`src/hw/rtl/deq_pkg.sv`:
```
// Shared types and constants for the double-ended queue.
// Request and status codes, cell operations and the cell control struct.
// No dependencies.
package deq_pkg;

  localparam int unsigned WordW = 32;

  typedef enum logic [2:0] {
    REQ_PUSH_FRONT = 3'd0,
    REQ_PUSH_BACK  = 3'd1,
    REQ_POP_FRONT  = 3'd2,
    REQ_POP_BACK   = 3'd3,
    REQ_SIZE       = 3'd4,
    REQ_EMPTY      = 3'd5,
    REQ_PEEK_FRONT = 3'd6,
    REQ_PEEK_BACK  = 3'd7
  } req_e;

  typedef enum logic [1:0] {
    STAT_OK    = 2'd0,
    STAT_EMPTY = 2'd1,
    STAT_FULL  = 2'd2
  } status_e;

  typedef enum logic [2:0] {
    CELL_HOLD,
    CELL_SHIFT_RIGHT,
    CELL_SHIFT_LEFT,
    CELL_PUSH_BACK,
    CELL_POP_BACK
  } cell_op_e;

  typedef struct packed {
    cell_op_e          op;
    logic [WordW-1:0]  value;
  } cell_ctrl_t;

endpackage

```
`src/hw/rtl/deq_cell.sv`:
```
// One storage cell of the queue chain: a word, its occupied flag and one
// stage of the back-word wave that travels toward the front.
// Depends on deq_pkg.
module deq_cell (
  input  logic                           clk_i,
  input  logic                           rst_ni,
  input  deq_pkg::cell_ctrl_t            ctrl_i,
  input  logic [deq_pkg::WordW-1:0]      left_data_i,
  input  logic                           left_valid_i,
  input  logic [deq_pkg::WordW-1:0]      right_data_i,
  input  logic                           right_valid_i,
  input  logic [deq_pkg::WordW-1:0]      right_back_i,
  output logic [deq_pkg::WordW-1:0]      data_o,
  output logic                           valid_o,
  output logic [deq_pkg::WordW-1:0]      back_o
);

  logic [deq_pkg::WordW-1:0] data_q, data_d;
  logic [deq_pkg::WordW-1:0] back_q, back_d;
  logic                      valid_q, valid_d;
  logic                      is_last;

  // The last occupied cell is the one whose right neighbor is empty.
  assign is_last = valid_q && !right_valid_i;

  always_comb begin
    data_d  = data_q;
    valid_d = valid_q;
    case (ctrl_i.op)
      deq_pkg::CELL_SHIFT_RIGHT: begin
        data_d  = left_data_i;
        valid_d = left_valid_i;
      end
      deq_pkg::CELL_SHIFT_LEFT: begin
        data_d  = right_data_i;
        valid_d = right_valid_i;
      end
      deq_pkg::CELL_PUSH_BACK: begin
        if (!valid_q && left_valid_i) begin
          data_d  = ctrl_i.value;
          valid_d = 1'b1;
        end
      end
      deq_pkg::CELL_POP_BACK: begin
        if (is_last) begin
          valid_d = 1'b0;
        end
      end
      default: begin
      end
    endcase
    back_d = is_last ? data_q : right_back_i;
  end

  always_ff @(posedge clk_i or negedge rst_ni) begin
    if (!rst_ni) begin
      valid_q <= 1'b0;
    end else begin
      valid_q <= valid_d;
    end
  end

  always_ff @(posedge clk_i) begin
    data_q <= data_d;
    back_q <= back_d;
  end

  assign data_o  = data_q;
  assign valid_o = valid_q;
  assign back_o  = back_q;

endmodule
```
`config.mk`:
```
export PLATFORM = sky130hd
export DESIGN_NAME = deq_cell
export DESIGN_NICKNAME = d
export VERILOG_FILES = /design/src/hw/rtl/deq_pkg.sv /design/src/hw/rtl/deq_cell.sv
export SDC_FILE = /design/constraint.sdc
export NUM_CORES = 1
export LEC_CHECK = 0
export ABC_AREA = 0
export BUFFER_PORTS_ARGS = -buffer_cell sky130_fd_sc_hd__buf_4
export CORE_AREA = 2 2 87 89
export DETAILED_ROUTE_END_ITERATION = 12
export DIE_AREA = 0 0 89 91
export PLACE_DENSITY_LB_ADDON = 0.1
export SYNTH_ARGS = -nofsm -noshare
export SYNTH_HDL_FRONTEND = slang
export SYNTH_SLANG_ARGS = --single-unit
export TNS_END_PERCENT = 1
```
`constraint.sdc`:
```
create_clock -name clk_i -period 3.64 [get_ports clk_i]
set_input_delay 0.364 -clock clk_i [delete_from_list [all_inputs] [get_ports clk_i]]
set_output_delay 0.364 -clock clk_i [all_outputs]
set_load 0.05 [all_outputs]
```
== Word level (Yosys, flattened, before mapping) ==
Cells that the tools add are included.
Widths: inputs -> output; s select.

* Add/sub/neg operators: 0
* Bitwise operators: 0
* Reductions and logical operators: 8
* Div/mod/pow operators: 0
* $mul: 0
* Magnitude comparators: 0
* Mux-type cells: 6
* Shift operators: 0
* Eq/ne operators: 6

{| class="wikitable"
|+ Operator list
! kind !! number
|-
| $pmux 32 s3 || 1
|-
| $mux 32 || 2
|-
| $eq 3x2->1 const B || 2
|-
| $ne 2x2->1 const B || 2
|-
| $pmux 1 s4 || 1
|-
| $reduce_bool 4->1 || 1
|-
| $eq 3x1->1 const B || 1
|-
| $eq 3x3->1 const B || 1
|-
| $reduce_and 3->1 || 1
|-
| $reduce_bool 3->1 || 1
|-
| $logic_and 1x1->1 || 2
|-
| $logic_not 1->1 || 2
|-
| $mux 1 || 2
|-
| $reduce_and 2->1 || 1
|}

* Output and inout bits: 65
* Bits in latches: 0
* Register bits: 65
* Memory bits (writable): 0
* Word-level logic and storage cells: 23
* Memories kept: 0
* Memory bits (read-only): 0

== Longest topological paths before layout ==
* Word-level depth: 4
* Depth in mapped cells: 5

== Worst setup path after synthesis ==
OpenSTA, ideal clock, no wires.

* Path kind: flip-flop to flip-flop
* Start: register valid_q, in the netlist valid_o
* End: register data_q, in the netlist data_o[0], enable pin
* Buffers on the path: 0
* Data arrival time: 2.481 ns
* Stages on the path, launching flop included: 3
* Required time: 3.199 ns
* Library setup time: 0.441 ns
* Setup slack: 0.718 ns
* Cells stage by stage: dfrtp_1 nand2b_1 a31oi_1

* Cells in the longest elaborated chain, start to end: 4

{| class="wikitable"
|+ Ends and longest elaborated chain
! element !! RTL line !! RTL
|-
| start: declaration || deq_cell.sv:20 || <nowiki>logic valid_q, valid_d;</nowiki>
|-
| start signal: assignment || deq_cell.sv:59 || <nowiki>valid_q <= valid_d;</nowiki>
|-
| $logic_not 1->1 || deq_cell.sv:39 || <nowiki>if (!valid_q && left_valid_i) begin</nowiki>
|-
| $logic_and 1x1->1 || deq_cell.sv:39 ||
|-
| $ne 2x2->1 (no source line) || - ||
|-
| $reduce_and 2->1 (no source line) || - ||
|-
| end signal: assignment || deq_cell.sv:64 || <nowiki>data_q <= data_d;</nowiki>
|-
| end: declaration || deq_cell.sv:18 || <nowiki>logic [deq_pkg::WordW-1:0] data_q, data_d;</nowiki>
|}

Every way passes these cells.
A chain may end at the register's enable or synchronous reset.

== Worst setup path after layout ==
* Start: input ctrl_i[32] in the netlist's numbering
* End: register data_q, in the netlist data_o[5], enable pin

* Cells in the longest elaborated chain, start to end: 3
* Elaborated cells on any way between the ends: 6
* Those cells by class: 4 x eq/ne; 2 x reduce/logical

{| class="wikitable"
|+ Ends and longest elaborated chain
! element !! RTL line !! RTL
|-
| start: declaration || deq_cell.sv:7 || <nowiki>input deq_pkg::cell_ctrl_t ctrl_i,</nowiki>
|-
| $eq 3x2->1 or $eq 3x1->1 (tied branches) || deq_cell.sv:29 || <nowiki>case (ctrl_i.op)</nowiki>
|-
| $ne 2x2->1 (no source line) or $reduce_bool 3->1 (tied branches) || - ||
|-
| $reduce_and 2->1 (no source line) * || - ||
|}

Every way passes the cells marked *; elsewhere a longest branch is shown, timed or not.

==> reports/metrics.sh <==
YOSYSWARNINGS=0
POST_SYNTH.CELL_AREA_AVG_UM2=13.36
WORST-SETUP-PATH-TYPE='in2reg'
STATIC-LEAKAGE-POWER_uW=0.002297
LAYOUT.FILLER_CELLS=624
GRT_UTIL_ALL_LAYERS_PCT=18.49
ROUTE.TOP_LAYER_USED='met4'
CP-START-KIND='primary input'
MIN-DELAY-START='ctrl_i[34]'
MAPPEDNETLISTAREA_MM2=0.002927
CLK_LATENCY_PS=340
ROUTE.ANTENNA.REMAINING_NETS=0
PART_OF_THE_YOSYS_AREA_USED_FOR_SEQUENTIAL_ELEMENTS_PCT=55.58
CTS_MAX_LEVEL=3
START_UTIL_PCT=41.01
MET3WIRELENGTH_UM=623
CLOCK_TREE.ROOT_CELL='clkbuf_8'
RUN_STATUS='finished clean'
POST-ROUTE-PERIOD-UTIL_PCT=53.88
SYN_NETS=354
FP-ROW-COUNT=31
PWR_DENSITY_CELL_mW_PER_MM2=449.7
FINALHOLDWORSTSLACK_PS=225.2
TIMING.FINAL.CRIT_PERIOD_PS=1961
HOLD_VIO_CNT_FINAL=0
SYN_TO_FINAL_GROWTH_PCT=58.44
FIN_SKEW_PS=10.80
SYNTH_LARGEST_AREA_CELL='edfxtp_1'
CTS_SETUP_BUFFERS=0
DIE_HEIGHT_UM=91
COREAREA_MM2=0.007137
POST_SYNTH_INST_COUNT=219
CRIT_ARRIVAL_PS=1980
DRT_PASS1_ITERATIONS=4
SETUP_VIOL=0
POST-SYNTH-TOP-AREA-FRACTION_PCT=32.83
WORSTREG2REGSTART='valid_o'
DRIVE_ABOVE_1_SHARE_PCT=59.48
BUFFERS_ADDED_ON_PORTS=199
DIE_X_UM=89
YS_SEQ_ELEMENTS=65
OVERALL_DIE_AREA_MM2=0.008099
IO_PINS=200
ROUTE.DETAILED.WL_PER_INST_UM=14.61
CTS_TREE='done'
WORSTHOLDPATHTYPE='in2reg'
RSZ0062_AT_GRT='no'
ROUTE.LAYER.MET1.WL_MM=2.658
DETAILROUTE.WIRELENGTH.MET2_MM=4.157
CAP_VIOL_MAX_COUNT=0
GRT_PASS1_WL_MM=11.16
CTS.SINKS=65
GRT_ANTENNA_BEFORE_REPAIR=0
POST-ROUTE-UTIL_PCT=64.97
RELSLEWSLACK_PCT=31.94
VIA_PER_INST=4.605
WORSTPATHREQUIRED_PS=3650
WIRELENGTH_MM=7.612
CRIT_PATH_START='ctrl_i[32]'
NETLIST_TOP_CELLS_AREA='edfxtp_1, dfxtp_1, mux2_4, mux2i_1, o21ai_0'
DETAIL_ROUTE.DRC_VIOLATIONS=0
MAXSLEWVIOLCOUNT=0
FIRST_GLOBAL_VIAS=2348
ENDPOINT_KIND='flip-flop'
SYNTH_CELL_TYPES=21
IR_WORST_VDD_uV=221.4
DP.FINAL_HPWL_MM=5.913
FINAL.SETUP.TNS_PS=0
NUM_VIAS=2399
UPPER_CLOCK_FREQUENCY_LIMIT_MHz=509.8
CTS.PATH.MAX_BUFFERS=2
PIN_COUNT_OF_THE_BIGGEST_NET_ENTERING_GLOBAL_ROUTING=66
DRT-INITIAL-DRC-COUNT=73
GRT.OVERFLOW.TOTAL=0
TRITONCTS.NUM_BUFFERS=9
PLACE.GP.CONGESTION=0.7775
ANTENNA_CELLS_INSERTED=0
TIMING_WORST_SLEW_PIN_VALUE_PS=1021
PATH_CLK_SLEW_PS=60
NETS=552
CRITPATHMAXFANOUT=38
state kept, by name (all words and copies together), names as in the netlist:
register,cells
back_o,32
data_o,32
valid_o,1
placed cells by master (no fill, tap or decap):
master	count
a31oi_4	1
a211oi_1	1
clkbuf_1	2
dlygate4sd3_1	1
o31ai_1	2
nor2_1	1
nand2b_2	2
clkbuf_8	11
mux2i_1	32
clkinv_2	2
buf_4	201
edfxtp_1	32
nand2_1	32
or4b_1	1
mux2_4	30
o21ai_0	32
dfxtp_1	32
mux2_2	3
clkbuf_16	1
nand2b_1	1
dfrtp_1	1
o21bai_1	1
Yosys cell counts:
library cell and instances:
mux2_2 3, o21ai_0 32, a211oi_1 1, nand2b_1 3, dfxtp_1 32, buf_4 1, mux2i_1 32, edfxtp_1 32
buf_2 5, clkbuf_2 1, or4b_1 1, clkbuf_1 1, nor2_1 1, buf_6 4, mux2_4 30, a31oi_1 1
dfrtp_1 1, nand2_1 32, o21bai_1 1, buf_12 3, o31ai_1 2
stage by stage:
step	instances	power, uW	area [um2]	setup slack [ps]
after floorplan	219	1292	2927	717.6
after global placement	504	1509	4433	1350
after detailed placement	504	1519	4433	1307
after CTS	521	2109	4637	1666
after global routing	521	2173	4637	1597
final	521	2085	4637	1679
worst max-delay path: stages:
cell	delay, ps
buf_4	490
o21bai_1	210
a31oi_4	520
buf_4	380
area by class of cell:
class / instances / area (um2) / area share (%)
flip-flops and latches: 65 / 1627 / 35.08
repair buffers: 202 / 1519 / 32.76
multi-input cells: 139 / 1174 / 25.31
clock buffers: 14 / 183.9 / 3.967
well taps: 99 / 123.9 / 2.671
clock inverters: 2 / 10.01 / 0.2159
kinds of logic after synthesis:
kind of cell	synth area share (%)
simple gates	5.216
compound gates	6.712
buf+inv	5.002
flops	55.58
mux	27.49
power by group:
group | switching [uW] | internal (uW) | total [uW]
sequential | 27.2 | 844 | 871
clock | 264 | 325 | 589
combinational | 357 | 268 | 625
path summary, 6_finish.rpt:
path                              to  slack [ps]  cells after the start
hold reg to reg            back_o[5]         490                      1
hold / removal               valid_o         230                      2
setup reg to reg           data_o[5]        1790                      3
max in group asynchronous    valid_o        3220                      2
min in group asynchronous    valid_o         340                      2
setup / recovery           data_o[5]        1680                      4
repair_timing:
item                                   in CTS  in global routing
hold buffers                                1                  0
resized for setup                           0                  0
endpoints found under the hold margin       1                  0
per-layer routing:
layer	GRT usage (%)	vias up
li1	-	1187
met2	32.59	103
met5	0	-
met4	7.338	0
met3	7.000	15
met1	19.42	1094
Power figures use the tool's default switching activity.
